==> src/rtl/core/gsp_pkg.sv <==
// ----------------------------------------------------------------------------
// gsp_pkg: shared types and constants for the gamepad poll-to-HID block
// Poll phase encoding, register indexes, report field constants and the
// structs passed between the poll sequencer and the report stage.
// ----------------------------------------------------------------------------
`default_nettype none

package gsp_pkg;

    // Poll sequencer phases
    typedef enum logic [1:0] {
        PH_GAP   = 2'd0,
        PH_LATCH = 2'd1,
        PH_HIGH  = 2'd2,
        PH_LOW   = 2'd3
    } poll_phase_t;

    // Configuration register indexes
    localparam logic [1:0] REG_LATCH_TICKS = 2'd0;
    localparam logic [1:0] REG_HALF_TICKS  = 2'd1;
    localparam logic [1:0] REG_GAP_TICKS   = 2'd2;

    // Register reset values
    localparam logic [7:0]  LATCH_TICKS_RST = 8'd12;
    localparam logic [7:0]  HALF_TICKS_RST  = 8'd6;
    localparam logic [15:0] GAP_TICKS_RST   = 16'd0;

    // Serial frame
    localparam logic [4:0] FRAME_BITS = 5'd16;
    localparam logic [4:0] BYTE_BITS  = 5'd8;

    // First byte direction bits
    localparam logic [7:0] BTN_RIGHT = 8'h01;
    localparam logic [7:0] BTN_LEFT  = 8'h02;
    localparam logic [7:0] BTN_DOWN  = 8'h04;
    localparam logic [7:0] BTN_UP    = 8'h08;
    localparam logic [7:0] BTN_HIGH  = 8'hF0;

    // Axis values
    localparam logic [7:0] AXIS_MIN    = 8'd0;
    localparam logic [7:0] AXIS_CENTER = 8'd128;
    localparam logic [7:0] AXIS_MAX    = 8'd255;

    // Pin levels and read bytes for the tick being processed
    typedef struct packed {
        logic        latch_line;
        logic        clock_line;
        logic [15:0] read_bytes;
    } poll_stat_t;

    // One result item
    typedef struct packed {
        logic       latch_line;
        logic       clock_line;
        logic       report_valid;
        logic [7:0] axis_x;
        logic [7:0] axis_y;
        logic [7:0] button_bits;
    } result_t;

endpackage

`default_nettype wire

==> src/rtl/core/gsp_if.sv <==
// ----------------------------------------------------------------------------
// gsp_tick_if / gsp_result_if: valid/ready channels of the poll block
// The tick channel carries sampled pin and host flags; the result channel
// carries pin levels and the HID report for the tick.
// ----------------------------------------------------------------------------
`default_nettype none

interface gsp_tick_if;
    logic valid;
    logic ready;
    logic data_pin;
    logic host_ready;
    logic report_request;

    modport source (output valid, output data_pin, output host_ready,
                    output report_request, input ready);
    modport sink (input valid, input data_pin, input host_ready,
                  input report_request, output ready);
endinterface

interface gsp_result_if;
    logic       valid;
    logic       ready;
    logic       latch_line;
    logic       clock_line;
    logic       report_valid;
    logic [7:0] axis_x;
    logic [7:0] axis_y;
    logic [7:0] button_bits;

    modport source (output valid, output latch_line, output clock_line,
                    output report_valid, output axis_x, output axis_y,
                    output button_bits, input ready);
    modport sink (input valid, input latch_line, input clock_line,
                  input report_valid, input axis_x, input axis_y,
                  input button_bits, output ready);
endinterface

`default_nettype wire

==> src/rtl/core/gsp_poll.sv <==
// ----------------------------------------------------------------------------
// gsp_poll: latch/clock sequencer and serial shift register
// Steps the poll phase once per accepted tick, drives the pin levels and
// shifts in the inverted data bit on each falling clock edge.
// ----------------------------------------------------------------------------
`default_nettype none

module gsp_poll (
    input  wire logic              clk,
    input  wire logic              rst_n,
    input  wire logic              advance,
    input  wire logic              data_pin,
    input  wire logic [7:0]        latch_ticks,
    input  wire logic [7:0]        half_ticks,
    input  wire logic [15:0]       gap_ticks,
    output gsp_pkg::poll_stat_t    stat
);
    import gsp_pkg::*;

    poll_phase_t phase_reg, phase_next, phase_cur;
    logic [15:0] tick_count_reg, tick_count_next, tick_cur, tick_inc;
    logic [4:0]  bits_left_reg, bits_left_next, bits_dec;
    logic [7:0]  shift_byte_reg, shift_byte_next, shift_in;
    logic [15:0] read_bytes_reg, read_bytes_next;
    logic        sample;
    logic        half_done;

    // Gap expiry: the latch starts on this same tick
    always_comb
    begin
        phase_cur = phase_reg;
        tick_cur  = tick_count_reg;
        if (phase_reg == PH_GAP && tick_count_reg >= gap_ticks)
        begin
            phase_cur = PH_LATCH;
            tick_cur  = '0;
        end
    end

    // Pin levels and falling-edge sampling
    always_comb
    begin
        stat.latch_line = (phase_cur == PH_LATCH);
        stat.clock_line = (phase_cur != PH_LOW);
        sample   = (phase_cur == PH_LOW) && (tick_cur == '0) && (bits_left_reg != '0);
        shift_in = {shift_byte_reg[6:0], ~data_pin};
        bits_dec = bits_left_reg - 5'd1;
        read_bytes_next = read_bytes_reg;
        if (sample && bits_dec == BYTE_BITS)
            read_bytes_next[15:8] = shift_in;
        else if (sample && bits_dec == '0)
            read_bytes_next[7:0] = shift_in;
        stat.read_bytes = read_bytes_next;
    end

    // Next phase and counters
    always_comb
    begin
        tick_inc        = tick_cur + 16'd1;
        half_done       = (tick_inc >= {8'd0, half_ticks});
        phase_next      = phase_cur;
        tick_count_next = tick_inc;
        bits_left_next  = sample ? bits_dec : bits_left_reg;
        shift_byte_next = sample ? shift_in : shift_byte_reg;
        unique case (phase_cur)
            PH_LATCH:
            begin
                if (tick_inc >= {8'd0, latch_ticks})
                begin
                    phase_next      = PH_HIGH;
                    tick_count_next = '0;
                    bits_left_next  = FRAME_BITS;
                    shift_byte_next = '0;
                end
            end
            PH_HIGH:
            begin
                if (half_done)
                begin
                    phase_next      = PH_LOW;
                    tick_count_next = '0;
                end
            end
            PH_LOW:
            begin
                if (half_done)
                begin
                    phase_next      = (bits_left_next == '0) ? PH_GAP : PH_HIGH;
                    tick_count_next = '0;
                end
            end
            default:
            begin
                phase_next = phase_cur;
            end
        endcase
    end

    // State registers
    always_ff @(posedge clk or negedge rst_n)
    begin
        if (!rst_n)
        begin
            phase_reg      <= PH_GAP;
            tick_count_reg <= '0;
            bits_left_reg  <= FRAME_BITS;
            shift_byte_reg <= '0;
            read_bytes_reg <= '0;
        end
        else if (advance)
        begin
            phase_reg      <= phase_next;
            tick_count_reg <= tick_count_next;
            bits_left_reg  <= bits_left_next;
            shift_byte_reg <= shift_byte_next;
            read_bytes_reg <= read_bytes_next;
        end
    end

    // Bit counter never exceeds one frame
    a_bits_range: assert property (@(posedge clk) disable iff (!rst_n)
        bits_left_reg <= FRAME_BITS)
        else $error("gsp_poll: bit counter out of range");

    // Between polls the frame is either complete or not yet started
    a_gap_bits: assert property (@(posedge clk) disable iff (!rst_n)
        phase_reg == PH_GAP |-> (bits_left_reg == '0 || bits_left_reg == FRAME_BITS))
        else $error("gsp_poll: gap entered mid-frame");

    // Latch and clock phases are bounded by 8-bit registers
    a_tick_bound: assert property (@(posedge clk) disable iff (!rst_n)
        phase_reg != PH_GAP |-> tick_count_reg[15:8] == '0)
        else $error("gsp_poll: phase tick count overran");

endmodule

`default_nettype wire

==> src/rtl/core/gsp_report.sv <==
// ----------------------------------------------------------------------------
// gsp_report: HID report decision, formatting and result register
// Decides on change or request, maps the read bytes to axes and buttons,
// and holds the result until the downstream side takes it.
// ----------------------------------------------------------------------------
`default_nettype none

module gsp_report (
    input  wire logic              clk,
    input  wire logic              rst_n,
    input  wire logic              advance,
    input  wire gsp_pkg::poll_stat_t stat,
    input  wire logic              host_ready,
    input  wire logic              report_request,
    input  wire logic              out_ready,
    output logic                   out_valid,
    output gsp_pkg::result_t       res
);
    import gsp_pkg::*;

    logic [15:0] reported_bytes_reg;
    logic        out_valid_reg;
    result_t     res_reg, res_next;
    logic        fire;
    logic [7:0]  b1, b2;

    // Report decision and field mapping
    always_comb
    begin
        b1   = stat.read_bytes[15:8];
        b2   = stat.read_bytes[7:0];
        fire = (host_ready && stat.read_bytes != reported_bytes_reg) || report_request;
        res_next.latch_line   = stat.latch_line;
        res_next.clock_line   = stat.clock_line;
        res_next.report_valid = fire;
        res_next.axis_x       = '0;
        res_next.axis_y       = '0;
        res_next.button_bits  = '0;
        if (fire)
        begin
            // left wins over right, up wins over down
            if ((b1 & BTN_LEFT) != '0)
                res_next.axis_x = AXIS_MIN;
            else if ((b1 & BTN_RIGHT) != '0)
                res_next.axis_x = AXIS_MAX;
            else
                res_next.axis_x = AXIS_CENTER;
            if ((b1 & BTN_UP) != '0)
                res_next.axis_y = AXIS_MIN;
            else if ((b1 & BTN_DOWN) != '0)
                res_next.axis_y = AXIS_MAX;
            else
                res_next.axis_y = AXIS_CENTER;
            res_next.button_bits = (b1 & BTN_HIGH) | {4'd0, b2[7:4]};
        end
    end

    // Last reported bytes and output valid
    always_ff @(posedge clk or negedge rst_n)
    begin
        if (!rst_n)
        begin
            reported_bytes_reg <= '0;
            out_valid_reg      <= 1'b0;
        end
        else
        begin
            if (advance && fire)
                reported_bytes_reg <= stat.read_bytes;
            if (advance)
                out_valid_reg <= 1'b1;
            else if (out_ready)
                out_valid_reg <= 1'b0;
        end
    end

    // Result payload
    always_ff @(posedge clk)
    begin
        if (advance)
            res_reg <= res_next;
    end

    assign out_valid = out_valid_reg;
    assign res       = res_reg;

    // Without a report the report fields read zero
    a_quiet_zero: assert property (@(posedge clk) disable iff (!rst_n)
        out_valid_reg && !res_reg.report_valid |->
            (res_reg.axis_x == '0 && res_reg.axis_y == '0 && res_reg.button_bits == '0))
        else $error("gsp_report: report fields set without a report");

    // A change report leaves nothing pending for the next tick
    a_caught_up: assert property (@(posedge clk) disable iff (!rst_n)
        advance && fire |=> reported_bytes_reg == $past(stat.read_bytes))
        else $error("gsp_report: reported bytes not updated");

endmodule

`default_nettype wire

==> src/rtl/core/gamepad_serial_poll_to_hid.sv <==
// ----------------------------------------------------------------------------
// gamepad_serial_poll_to_hid: latch/clock gamepad reader to HID report
// Top level: configuration registers, tick handshake, poll and report stages.
// ----------------------------------------------------------------------------
// Each tick request carries the sampled controller data pin and the host
// flags; each one yields exactly one result request with the latch and clock
// pin levels for that tick and, when the host is ready and the buttons
// changed or a report was requested, a 3-byte HID report (axes and eight
// buttons). One tick is taken per clock cycle unless the result stalls: the
// whole tick is evaluated in a single pass into the result register, and a
// new tick is accepted while the previous result waits as long as the result
// register is being emptied in the same cycle. Configuration registers are
// written through cfg_we, cfg_index and cfg_data; other indexes are ignored.
`default_nettype none

module gamepad_serial_poll_to_hid (
    input  wire logic        clk,
    input  wire logic        rst_n,
    gsp_tick_if.sink         tick,
    gsp_result_if.source     result,
    input  wire logic        cfg_we,
    input  wire logic [1:0]  cfg_index,
    input  wire logic [15:0] cfg_data
);
    import gsp_pkg::*;

    logic [7:0]  latch_ticks_reg;
    logic [7:0]  half_ticks_reg;
    logic [15:0] gap_ticks_reg;
    logic        advance;
    logic        out_valid;
    poll_stat_t  stat;
    result_t     res;

    // Configuration registers
    always_ff @(posedge clk or negedge rst_n)
    begin
        if (!rst_n)
        begin
            latch_ticks_reg <= LATCH_TICKS_RST;
            half_ticks_reg  <= HALF_TICKS_RST;
            gap_ticks_reg   <= GAP_TICKS_RST;
        end
        else if (cfg_we)
        begin
            unique case (cfg_index)
                REG_LATCH_TICKS: latch_ticks_reg <= cfg_data[7:0];
                REG_HALF_TICKS:  half_ticks_reg  <= cfg_data[7:0];
                REG_GAP_TICKS:   gap_ticks_reg   <= cfg_data;
                default:         latch_ticks_reg <= latch_ticks_reg;
            endcase
        end
    end

    // Tick handshake: take a tick whenever the result register frees up
    assign tick.ready = !out_valid || result.ready;
    assign advance    = tick.valid && tick.ready;

    gsp_poll u_poll (
        .clk         (clk),
        .rst_n       (rst_n),
        .advance     (advance),
        .data_pin    (tick.data_pin),
        .latch_ticks (latch_ticks_reg),
        .half_ticks  (half_ticks_reg),
        .gap_ticks   (gap_ticks_reg),
        .stat        (stat)
    );

    gsp_report u_report (
        .clk            (clk),
        .rst_n          (rst_n),
        .advance        (advance),
        .stat           (stat),
        .host_ready     (tick.host_ready),
        .report_request (tick.report_request),
        .out_ready      (result.ready),
        .out_valid      (out_valid),
        .res            (res)
    );

    // Result channel
    assign result.valid        = out_valid;
    assign result.latch_line   = res.latch_line;
    assign result.clock_line   = res.clock_line;
    assign result.report_valid = res.report_valid;
    assign result.axis_x       = res.axis_x;
    assign result.axis_y       = res.axis_y;
    assign result.button_bits  = res.button_bits;

    // Every accepted tick leaves a result pending next cycle
    a_tick_result: assert property (@(posedge clk) disable iff (!rst_n)
        advance |=> result.valid)
        else $error("gamepad_serial_poll_to_hid: accepted tick produced no result");

    // A stalled result blocks further ticks
    a_no_overrun: assert property (@(posedge clk) disable iff (!rst_n)
        result.valid && !result.ready |-> !tick.ready)
        else $error("gamepad_serial_poll_to_hid: tick taken over a stalled result");

endmodule

`default_nettype wire
==> src/flat_wrapper.sv <==
// flat-port wrapper written by rule: the top's interface ports become plain ports
module gamepad_serial_poll_to_hid_flat import gsp_pkg::*;
  (clk, rst_n, cfg_we, cfg_index, cfg_data, tick_valid, tick_data_pin, tick_host_ready, tick_report_request, tick_ready, result_valid, result_latch_line, result_clock_line, result_report_valid, result_axis_x, result_axis_y, result_button_bits, result_ready);
  gsp_tick_if tick_i ();
  gsp_result_if result_i ();
  input  wire logic clk;
  input  wire logic rst_n;
  input  wire logic cfg_we;
  input  wire logic [1:0] cfg_index;
  input  wire logic [15:0] cfg_data;
  input wire logic [$bits(tick_i.valid)-1:0] tick_valid;
  input wire logic [$bits(tick_i.data_pin)-1:0] tick_data_pin;
  input wire logic [$bits(tick_i.host_ready)-1:0] tick_host_ready;
  input wire logic [$bits(tick_i.report_request)-1:0] tick_report_request;
  output wire logic [$bits(tick_i.ready)-1:0] tick_ready;
  output wire logic [$bits(result_i.valid)-1:0] result_valid;
  output wire logic [$bits(result_i.latch_line)-1:0] result_latch_line;
  output wire logic [$bits(result_i.clock_line)-1:0] result_clock_line;
  output wire logic [$bits(result_i.report_valid)-1:0] result_report_valid;
  output wire logic [$bits(result_i.axis_x)-1:0] result_axis_x;
  output wire logic [$bits(result_i.axis_y)-1:0] result_axis_y;
  output wire logic [$bits(result_i.button_bits)-1:0] result_button_bits;
  input wire logic [$bits(result_i.ready)-1:0] result_ready;
  assign tick_i.valid = tick_valid;
  assign tick_i.data_pin = tick_data_pin;
  assign tick_i.host_ready = tick_host_ready;
  assign tick_i.report_request = tick_report_request;
  assign tick_ready = tick_i.ready;
  assign result_valid = result_i.valid;
  assign result_latch_line = result_i.latch_line;
  assign result_clock_line = result_i.clock_line;
  assign result_report_valid = result_i.report_valid;
  assign result_axis_x = result_i.axis_x;
  assign result_axis_y = result_i.axis_y;
  assign result_button_bits = result_i.button_bits;
  assign result_i.ready = result_ready;
  gamepad_serial_poll_to_hid u_core (.clk(clk), .rst_n(rst_n), .tick(tick_i), .result(result_i), .cfg_we(cfg_we), .cfg_index(cfg_index), .cfg_data(cfg_data));
endmodule
==> config.mk <==
export PLATFORM = sky130hd
export DESIGN_NAME = gamepad_serial_poll_to_hid_flat
export DESIGN_NICKNAME = d
export VERILOG_FILES = /design/src/rtl/core/gsp_pkg.sv /design/src/rtl/core/gsp_if.sv /design/src/rtl/core/gsp_poll.sv /design/src/rtl/core/gsp_report.sv /design/src/rtl/core/gamepad_serial_poll_to_hid.sv /design/src/flat_wrapper.sv
export SDC_FILE = /design/constraint.sdc
export NUM_CORES = 1
export LEC_CHECK = 0
export ABC_AREA = 1
export BUFFER_PORTS_ARGS = -buffer_cell sky130_fd_sc_hd__buf_2
export CORE_ASPECT_RATIO = 1.2
export CORE_MARGIN = 4
export CORE_UTILIZATION = 65
export CTS_CLUSTER_DIAMETER = 30
export CTS_CLUSTER_SIZE = 28
export DETAILED_ROUTE_END_ITERATION = 8
export PLACE_DENSITY_LB_ADDON = 0.2
export SLEW_MARGIN = 20
export SYNTH_ARGS = -nofsm -noshare
export SYNTH_HDL_FRONTEND = slang
export SYNTH_HIERARCHICAL = 1
export SYNTH_SLANG_ARGS = --single-unit
==> constraint.sdc <==
create_clock -name clk -period 7.95 [get_ports clk]
set_clock_uncertainty 0.05 [all_clocks]
set_input_delay 1.59 -clock clk [delete_from_list [all_inputs] [get_ports clk]]
set_output_delay 1.59 -clock clk [all_outputs]
set_load 0.05 [all_outputs]
* Word-level counts from Yosys, hierarchy flattened *
Cells that the tools add are included.
Widths: inputs -> output; s select.

storage, ports and cells
  output and inout bits = 29
  bits in registers = 123
  logic and storage cells = 79
  input bits = 26

operators by class
  $add $sub $neg = 2
  equality and inequality tests = 8
  bitwise logic cells = 3
  reductions and logical operators = 24
  mux-type cells = 23
  order comparisons = 3

operator list
  cell                   count
  $mux 16                3
  $mux 8                 6
  $ge 16x8->1            2
  $pmux 16 s2            1
  $add 16x1->16 const B  1
  $ge 16x16->1           1
  $logic_not 16->1       1
  $ne 16x16->1           1
  $mux 5                 3
  $mux 7                 2
  $logic_not 5->1        2
  $mux 2                 5
  $logic_and 1x1->1      8
  $or 8x4->8             1
  $eq 2x2->1 const B     3
  $pmux 2 s3             1
  $reduce_and 2->1       3
  $reduce_or 2->1        3
  $eq 5x4->1 const B     1
  $reduce_bool 5->1      1
  $sub 5x1->5 const B    1
  $eq 2x1->1 const B     2
  $logic_not 2->1        2
  $logic_or 1x1->1       2
  other kinds (5)        7

* Depth between registers and ports, before layout *
Gate-level depths: netlist of run 1.

  depth after elaboration = 14
  depth in mapped cells = 39
  gate-level depth less buffers = 34

* By module *
Netlist of run 1, hierarchy kept.

by module, submodules not included
  module                      instances  cells an instance  area each (um2)  seq. area each (um2)
  gsp_poll                    1          551                3,746.1          1,152.4
  gsp_report                  1          209                1,642.8          875.8
  gamepad_serial_poll_to_hid  1          146                1,396.3          805.8

* Least setup slack after synthesis of run 1 *
No wires, ideal clock.

  path type = register to register
  start = reg u_core.u_poll.tick_count_reg[3]
  end = reg u_core.u_report.res_reg (netlist bit u_core/u_report/res[23]), data pin
  setup time = 0.268 ns
  slack = 3.725 ns
  cell stages (with the launch flop) = 34
  arrival = 3.907 ns
  data required time = 7.632 ns
  clock period less this slack = 4.225 ns
  buffers on the path = 5
  path through = dfrtp_1 ha_1 nand2_1 nor2_1 nor2_1 nand2_1 nand2_1 nand2_1 nand2_1 nand2_2 nand2_4 buf_6 buf_4 nand2_1 ha_1 nand4_1 inv_1 nand3_1 nor2_2 nand2_2 or3_1 buf_2 buf_2 o21ai_1 inv_1 nand2_1 nand2_1 nor2_1 nand2_1 nor2_1 nand2_1 a21oi_1 buf_4 nor2_1

RTL lines
  element                   RTL line          RTL
  start: declaration        gsp_poll.sv:21    logic [15:0] tick_count_reg, tick_count_next, tick_cur, tick_inc;
  start signal: assignment  gsp_poll.sv:113   tick_count_reg <= tick_count_next;
  end signal: assignment    gsp_report.sv:81  res_reg <= res_next;
  end: declaration          gsp_report.sv:23  result_t res_reg, res_next;

==> run_results.csv, run 1 <==
group,metric,value,unit
detailed_routing,num_vias,5920,
finish,n_antenna_cell,0,
detailed_routing,totalWireLength,15200,um
clocking,cts_root_buffer,"clkbuf_16",
finish,fillCellCount,803,
finish,final_common_cell,"nand2_1",
timing,tns,0,ps
timing,fin_crit_sh,67.5,%
critical_path,cp-start-kind,"register",
critical_path,cp_slowest_cell,"a21oi_1",
finish,register_area,2830,um^2
floorplan,dieArea,12100,um^2
critical_path,worstPathRequired,7960,ps
floorplan,row_count,40,
global_route,antenna_found_initial,0,
clocking,clock_path_buffers,2,
logic_synthesis,synth_nets,968,
timing,slew_violations,0,
detailed_routing,drt_iter0_markers,349,
timing,layout_min_cycle_time,5370,ps
global_route,grt_max_degree,90,
logic_synthesis,synth-seq-cells,110,
global_route,grt_pass1_wl,25600,um
clocking,cts_hold_buf,0,
power,leakage,3.85,nW
timing,max_freq,0.186,GHz
logic_synthesis,syn_area,6790,um^2
outcome,status,"finished clean",
placement,dp_hpwl,11200,um
clocking,h-tree-depth,3,
floorplan,core_area,10100,um^2
global_route,grt_util_all_layers,26.0,%
critical_path,worst-setup-path-type,"register to register",
clocking,cts_sinks,110,
floorplan,io_pins,55,
placement,io_buffer_count,54,
power,power_density,241,nW/um^2
global_route,grt_pass1_vias,5688,
logic_synthesis,ys_types,40,
detailed_routing,drc,0,
floorplan,die_width,101,um
logic_synthesis,ys_seq_area_share,41.8,%
global_route,grt-ovfl-total,0,
timing,finalSetupViolCount,0,
clocking,cts_tree,"done",
critical_path,worstSetupEndpointType,"register",
critical_path,path_common_cell,"nand2_1",
clocking,post_cts_buffers,0,
detailed_routing,drt_first_pass_iters,5,
finish,areaGrowthSynthToFinish,6.97,%
power,ir_drop,0.118,mV
timing,worst_slew_pin_slew,929,ps
min_path,hold_path.class,"register to register",
finish,layout_common_cells,"332 x nand2_1, 114 x inv_1, 90 x dfrtp_1, 59 x nand3_1, 53 x buf_2",
power,design_power_total,1.75,mW
detailed_routing,final_antenna_net_count,0,
logic_synthesis,syn_inst,906,
timing,grt_setup_unrepaired,"false",
placement,gp_congestion,0.955,
timing,hold_viol,0,
run,max_cap_violations,0,
critical_path,cp.arrival,5370,ps
clocking,cts_resized,0,
timing,max-slew-margin-rel,38.1,%
critical_path,cpPeakStageDelay,730,ps
finish,stdcell_area,7260,um^2
detailed_routing,routedWlPerCell,14.4,um
finish,final_layout_size_suffix_gt1_share,11.4,%
clocking,cts_buffers,9,
clocking,clock_latency,340,ps
logic_synthesis,ys_warn_count,6,
finish,final_nets,992,
clocking,path_clk_slew,70,ps
finish,multiInputGateArea,3220,um^2
critical_path,path_max_fanout,35,
logic_synthesis,synth_area_per_cell,7.49,um^2
placement,placed_area,6950,um^2
detailed_routing,viasPerCell,5.58,
floorplan,die_y,120,um
floorplan,initial_core_util,67.1,%
## path summary, 6_finish.rpt
| path | to | start | depth (start not counted) | slack, ps |
|---|---|---|---|---|
| max | u_core/u_report/res[22] | u_core/u_poll/tick_count_reg[3] | 28 | 2580 |
| min | u_core/latch_ticks_reg[2] | u_core/latch_ticks_reg[2] | 2 | 420 |
| max reg2reg | u_core/u_report/res[22] | u_core/u_poll/tick_count_reg[3] | 28 | 2580 |
| min reg2reg | u_core/latch_ticks_reg[2] | u_core/latch_ticks_reg[2] | 2 | 420 |
| max in group asynchronous | u_core/u_poll/tick_count_reg[1] | rst_n | 2 | 5870 |
| min in group asynchronous | u_core/u_report/reported_bytes_reg[11] | rst_n | 1 | 1000 |
## power by group
part	leakage (nW)	internal, mW	total [mW]	switching (mW)
sequential	1.39	0.655	0.731	0.0769
combinational	2.32	0.192	0.572	0.380
clock	0.143	0.247	0.447	0.200
total	3.85	1.09	1.75	0.657
## area by class of cell
| type | count | area share, % |
|---|---|---|
| tap | 126 | 2.17 |
| clock inverter | 6 | 1.00 |
| multi-input combinational | 634 | 44.4 |
| timing repair buffer | 57 | 4.12 |
| clock buffer | 10 | 3.15 |
| sequential | 110 | 39.0 |
| inverter | 118 | 6.10 |
## critical path: cells and delay by family (launching register included)
| kind | cells | cell delay (ps) |
|---|---|---|
| buffers and inverters | 2 | 180 |
| AND/OR/NAND/NOR | 22 | 2670 |
| flip-flops | 1 | 450 |
| adder cells (fa/ha/maj) | 2 | 500 |
| AO/OA/AOI/OAI | 2 | 1220 |
## routing by layer
layer  share of wire (%)  global-route usage [%]  vias up
li1                    -                       -     2923
met1                  40                    30.3     2769
met2                  52                    46.9      180
met3                 4.1                    3.43       48
met4                 3.8                    11.6        0
met5                   0                       0        -
## cell families (layout without fill, tap and decap cells)
family,count (synthesis),count (layout),share of synthesized area (%)
fa+ha+maj,36,36,6.64
buf+inv,162,191,10.9
xor+xnor,8,8,1.03
simple gates,508,508,32.7
flops,110,110,41.8
compound gates,82,82,6.93
## per-stage QoR
stage          util, %  setup slack, ps  hold slack (ps)  std cells
2_1_floorplan        -             3720              392        906
3_3_place_gp      68.8             2960              404       1045
3_5_place_dp      68.8             2690              408       1045
4_1_cts           71.8             2650              420       1061
5_1_grt           71.8             2130              439       1061
6_report          71.8             2580              417       1061
## cell usage after synthesis, drive strengths merged
cell type  count  area (um^2)
clkbuf        12         45.0
dfrtp         90         2250
inv          117          439
nand4         36          225
a21boi         3         22.5
buf           32          252
nand3         62          340
o31ai          1         7.51
a211oi         1         7.51
o21bai         2         15.0
ha            36          450
nand2        344         1340
nand3b         5         37.5
and2           1         6.26
dfstp          5          131
nor3           3         15.0
nor2          55          245
or3            1         6.26
o21ai         54          278
xnor2          4         35.0
edfxtp        15          450
or3b           1         8.76
o41ai          7         61.3
xor2           4         35.0
o21a           2         15.0
a21oi         12         63.8
clkinv         1         3.75
No activity file was read; power rests on OpenSTA's default activity.
==> run 2: changes to the inputs <==
CORE_UTILIZATION = 61   (was 65)
clock period = 5.5 ns   (was 7.95 ns; I/O delays follow)
==> run 2 against run 1 <==
Compared with the run above:
- sequential share of layout area shrank 0.081 points
- sequential power grew 44%
- cell area grew 0.21%
- maximum frequency grew 8.2%
- global-route usage shrank 1.6 points
- setup slack lost 2000 ps
- register-to-register slack lost 2000 ps
- count of clock-buffer cells in the layout grew 1
- total power grew 46%
- critical endpoint unchanged
- highest routed layer unchanged
==> run_results.csv, run 2 (synthesis results as in run 1) <==
group,metric,value,unit
finish,final_common_cell,"nand2_1",
finish,areaGrowthSynthToFinish,7.19,%
global_route,grt_max_degree,76,
floorplan,die_width,104,um
finish,layout_common_cells,"332 x nand2_1, 114 x inv_1, 90 x dfrtp_1, 59 x nand3_1, 53 x buf_2",
outcome,status,"finished clean",
timing,tns,0,ps
finish,final_nets,993,
floorplan,die_y,124,um
critical_path,cp-start-kind,"register",
timing,finalSetupViolCount,0,
floorplan,row_count,41,
critical_path,path_common_cell,"nand2_1",
min_path,hold_path.class,"register to register",
detailed_routing,routedWlPerCell,14.2,um
detailed_routing,final_antenna_net_count,0,
timing,max-slew-margin-rel,46.9,%
run,max_cap_violations,0,
power,leakage,3.87,nW
detailed_routing,drt_first_pass_iters,5,
placement,gp_congestion,0.923,
clocking,cts_hold_buf,0,
timing,grt_setup_unrepaired,"false",
power,design_power_total,2.55,mW
detailed_routing,num_vias,5847,
floorplan,core_area,10700,um^2
clocking,clock_latency,350,ps
clocking,cts_sinks,110,
critical_path,worstSetupEndpointType,"register",
global_route,antenna_found_initial,0,
critical_path,cp.arrival,5000,ps
clocking,clock_path_buffers,2,
power,power_density,351,nW/um^2
detailed_routing,viasPerCell,5.49,
floorplan,initial_core_util,63.3,%
global_route,grt-ovfl-total,0,
critical_path,crit_family,"simple AND/OR/NAND/NOR gates",
timing,max_freq,0.202,GHz
critical_path,worstPathRequired,5540,ps
detailed_routing,drc,0,
placement,io_buffer_count,54,
critical_path,path_max_fanout,35,
finish,final_layout_size_suffix_gt1_share,11.6,%
global_route,grt_util_all_layers,24.4,%
clocking,cts_root_buffer,"clkbuf_16",
detailed_routing,totalWireLength,15100,um
floorplan,dieArea,12900,um^2
critical_path,worst-path-buf-inv,3,
global_route,grt_pass1_vias,5564,
placement,dp_hpwl,11100,um
clocking,cts_resized,0,
timing,worst_slew_pin_slew,797,ps
clocking,path_clk_slew,70,ps
clocking,cts_tree,"done",
detailed_routing,drt_iter0_markers,384,
finish,multiInputGateArea,3220,um^2
finish,fillCellCount,902,
timing,layout_min_cycle_time,4960,ps
critical_path,cp_slowest_cell,"or3b_1",
clocking,h-tree-depth,3,
clocking,post_cts_buffers,0,
timing,fin_crit_sh,90.2,%
timing,slew_violations,0,
finish,n_antenna_cell,0,
global_route,grt_pass1_wl,25400,um
power,ir_drop,0.180,mV
critical_path,worst-setup-path-type,"register to register",
clocking,cts_buffers,9,
finish,register_area,2830,um^2
floorplan,io_pins,55,
timing,hold_viol,0,
critical_path,cpPeakStageDelay,600,ps
-- run 2: worst paths after layout --
kind,from,end,slack [ps],depth (start not counted)
max,u_core/u_poll/tick_count_reg[3],u_core/u_report/res[22],540,29
max in group asynchronous,rst_n,u_core/half_ticks_reg[1],3640,2
min reg2reg,u_core/half_ticks_reg[1],u_core/half_ticks_reg[1],420,2
min in group asynchronous,rst_n,u_core/u_report/reported_bytes_reg[9],750,1
min,u_core/half_ticks_reg[1],u_core/half_ticks_reg[1],420,2
max reg2reg,u_core/u_poll/tick_count_reg[3],u_core/u_report/res[22],540,29
-- run 2: final cells by class --
type                       instances  share of cell area [%]
clock buffer                      11                    3.47
clock inverter                     5                   0.774
inverter                         118                    6.09
multi-input combinational        634                    44.3
timing repair buffer              58                    4.16
sequential                       110                    39.0
tap                              129                    2.22
-- run 2: routing by layer --
metal	share of wire, %	global-route usage, %	vias to the layer above
li1	-	-	2932
met1	41	28.9	2705
met2	52	43.7	164
met3	3.7	3.08	46
met4	3.6	12.8	0
met5	0	0	-
-- run 2: metrics by stage --
step           cells  hold WS [ps]  worst slack (ps)  area [um^2]  utilization (%)
2_1_floorplan    906           392              1270         6790                -
3_3_place_gp    1049           406               888         6960             65.0
3_5_place_dp    1049           406               654         6960             65.0
4_1_cts         1065           417               629         7270             67.8
5_1_grt         1065           432               118         7270             67.8
6_report        1065           418               541         7270             67.8
-- run 2: power by group --
part / switching (mW) / leakage, nW / internal, mW / total, mW
logic: 0.550 / 2.32 / 0.278 / 0.829
registers: 0.108 / 1.39 / 0.946 / 1.05
clock network: 0.292 / 0.152 / 0.378 / 0.670
-- run 2: worst reg2reg max path, delay by kind of cell, from the launching register on --
kind                       cells  cell delay, ps
AOI/OAI and AO/OA              2             650
DFF                            1             460
adders and majority gates      2             490
and+or+nand+nor               22            2670
buffers and inverters          3             350
==> run 3: changes to the inputs <==
ABC_AREA = default   (was 1)
CORE_UTILIZATION = 60   (was 61)
==> run 3 against run 2 <==
Compared with the run above:
- non-clock buffer count is 12 higher
- hold slack better by 35 ps
- global-route usage is 1.1 points lower
- cell area is 4.4% lower
- synthesized area is 7.3% lower
- first-iteration DRC count is 42% lower
- die area is 5.4% lower
- largest cell class unchanged
- via count is 22% lower
==> run_results.csv, run 3 <==
group,metric,value,unit
outcome,status,"finished clean",
finish,n_antenna_cell,0,
logic_synthesis,yosys-top-cells-count,"90 x dfrtp_1, 72 x mux2_2, 50 x inv_1, 36 x ha_1, 26 x nand2_1",
critical_path,path_common_cell,"buf_4",
finish,stdcell_count,740,
critical_path,worst-setup-path-type,"register to register",
run,max_cap_violations,0,
detailed_routing,final_antenna_net_count,0,
critical_path,rrSetupSlack,280,ps
critical_path,worstSetupEndpointType,"register",
critical_path,path_cells,"inv_1, ha_1, nand2b_1, a2111o_1, a311oi_2, nand2_2, nand2_1, nand2_1, inv_1, ha_2, nand3_1, xor2_1, a21oi_2, buf_4, ha_1, a211oi_1, a21oi_1, or3_1, o31ai_2, buf_4, buf_4, a41oi_1, o21ai_1",
detailed_routing,drt_first_pass_iters,5,
global_route,grt_max_degree,58,
logic_synthesis,syn_area,6290,um^2
floorplan,die_y,120,um
logic_synthesis,synth_nets,619,
floorplan,dieArea,12200,um^2
detailed_routing,viasPerCell,6.14,
floorplan,initial_core_util,62.2,%
logic_synthesis,ys_warn_count,6,
floorplan,die_width,101,um
clocking,h-tree-depth,3,
detailed_routing,routedWlPerCell,18.5,um
critical_path,crit_family,"compound AO/OA/AOI/OAI gates",
min_path,whs_path_depth,1,
global_route,antenna_found_initial,0,
timing,max_freq,0.192,GHz
critical_path,reg2reg_to,"u_core/u_poll/tick_count_reg[9]",
finish,areaGrowthSynthToFinish,10.5,%
logic_synthesis,synth_top_cells_by_area,"dfrtp_1 36%, mux2_2 13%, edfxtp_1 7.2%, ha_1 7.2%, inv_1 3.0%",
global_route,grt-ovfl-total,0,
placement,io_buffer_count,54,
timing,postLayoutSetupSlackWorst,283,ps
logic_synthesis,synth_area_per_cell,11.3,um^2
critical_path,cp.arrival,5450,ps
clocking,cts_tree,"done",
finish,final_common_cell,"dfrtp_1",
power,leakage,3.23,nW
critical_path,path_max_fanout,13,
finish,layout_common_cells,"90 x dfrtp_1, 72 x mux2_2, 53 x buf_2, 50 x inv_1, 35 x ha_1",
global_route,grt_util_all_layers,23.3,%
timing,max-slew-margin-rel,36.3,%
critical_path,cp-start-kind,"register",
logic_synthesis,synth_edf_count,15,
clocking,cts_buffers,9,
critical_path,path_depth,23,
detailed_routing,num_vias,4544,
logic_synthesis,ys_seq_area_share,45.1,%
critical_path,rr_worst_depth,23,
power,power_density,369,nW/um^2
detailed_routing,drc,0,
timing,hold_viol,0,
logic_synthesis,synth-seq-cells,110,
finish,stdcell_area,6950,um^2
placement,placed_area,6640,um^2
clocking,clock_latency,350,ps
global_route,grt_pass1_vias,4629,
finish,final_nets,671,
critical_path,worst-path-buf-inv,5,
logic_synthesis,yosysTopAreaCell,"dfrtp_1",
timing,slew_violations,0,
min_path,hold_path.class,"register to register",
timing,layout_min_cycle_time,5220,ps
logic_synthesis,async_flop_share,86.4,%
placement,gp_congestion,0.911,
power,ir_drop,0.165,mV
critical_path,cpPeakStageDelay,440,ps
critical_path,rr_startpoint,"u_core/u_poll/tick_count_reg[0]",
global_route,grt_pass1_wl,22400,um
clocking,cts_root_buffer,"clkbuf_16",
logic_synthesis,yosysMostFrequentCell,"dfrtp_1",
clocking,clock_path_buffers,2,
clocking,cts_sinks,110,
logic_synthesis,syn_inst,557,
timing,tns,0,ps
placement,dp.cells,722,
logic_synthesis,yosysTopAreaCellShare,35.8,%
timing,finalSetupViolCount,0,
placement,pre_cts_slack,160,ps
floorplan,io_pins,55,
critical_path,worstPathRequired,5730,ps
finish,final_layout_size_suffix_gt1_share,30.1,%
critical_path,startpoint,"u_core/u_poll/tick_count_reg[0]",
timing,fin_crit_sh,94.9,%
floorplan,core_area,10100,um^2
logic_synthesis,ys_types,69,
power,design_power_total,2.56,mW
critical_path,worstSetupEndpoint,"u_core/u_poll/tick_count_reg[9]",
detailed_routing,totalWireLength,13700,um
logic_synthesis,synth_ff_type,"dfrtp_1",
floorplan,row_count,40,
clocking,path_clk_slew,70,ps
critical_path,cp_slowest_cell,"a2111o_1",
clocking,cts_hold_buf,0,
timing,worst_slew_pin_slew,956,ps
placement,dp_hpwl,9850,um
detailed_routing,drt_iter0_markers,223,
==> run 3: logic make-up after synthesis <==
kind of cell             count (synthesis)  synth area share (%)
buffers and inverters                   79                  5.93
XOR/XNOR                                24                  3.34
flip-flops                             110                  45.1
AO/OA/AOI/OAI                           97                  12.1
multiplexers                            80                  14.3
AND/OR/NAND/NOR                        131                  12.1
adder cells (fa/ha/maj)                 36                  7.16
==> run 3: how the worst min path moves through the flow <==
stage | startpoint | end | slack [ps]
detailed placement | u_core/u_report/out_valid | u_core/u_report/out_valid | 440
global route | u_core/half_ticks_reg[3] | u_core/half_ticks_reg[3] | 470
CTS | u_core/gap_ticks_reg[12] | u_core/gap_ticks_reg[12] | 460
finish | u_core/u_report/out_valid | u_core/u_report/out_valid | 450
global placement | u_core/u_report/out_valid | u_core/u_report/out_valid | 430
floorplan | u_core/u_poll/read_bytes_reg[11] | u_core/u_poll/read_bytes_reg[11] | 420
==> run 3: stage by stage <==
stage          hold slack, ps  util [%]
2_1_floorplan             423         -
3_3_place_gp              431      65.7
3_5_place_dp              443      65.7
4_1_cts                   458      68.5
5_1_grt                   473      68.8
6_report                  453      68.8
==> run 3: worst reg2reg max path: stages (launching register included) <==
cell      delay, ps
dfrtp_1         410
inv_1            90
ha_1            270
nand2b_1        150
a2111o_1        440
a311oi_2        340
nand2_2         160
nand2_1         160
nand2_1         130
inv_1           160
ha_2            270
nand3_1         110
xor2_1          190
a21oi_2          80
buf_4           200
ha_1            180
a211oi_1        340
a21oi_1         100
or3_1           380
o31ai_2         250
buf_4           260
buf_4           150
a41oi_1         110
o21ai_1         160
==> run 3: area by class of cell <==
cell class	count	area, um^2
fill	752	3160
multi-input combinational	368	3100
timing repair buffer	70	393
tap	126	158
sequential	110	2830
clock buffer	10	229
clock inverter	6	55.1
inverter	50	188
==> run 3: layer usage <==
layer / routed length (um) / global-route usage, % / vias to the layer above
met5: 0 / 0 / -
li1: - / - / 2129
met3: 711 / 3.43 / 29
met4: 359 / 10.5 / 0
met1: 5640 / 28.5 / 2232
met2: 6990 / 40.3 / 154
==> run 3: report_power, final <==
part	leakage, nW	total [mW]	switching, mW	internal [mW]
logic	1.72	0.901	0.546	0.355
registers	1.37	1.05	0.101	0.945
clock network	0.136	0.618	0.303	0.315
==> run 3: repair_timing <==
action | CTS | global route
endpoints found under the hold margin | 0 | 0
setup buffers | 0 | 2
gates resized for setup | 0 | 5
endpoints found under the setup margin | 0 | 42
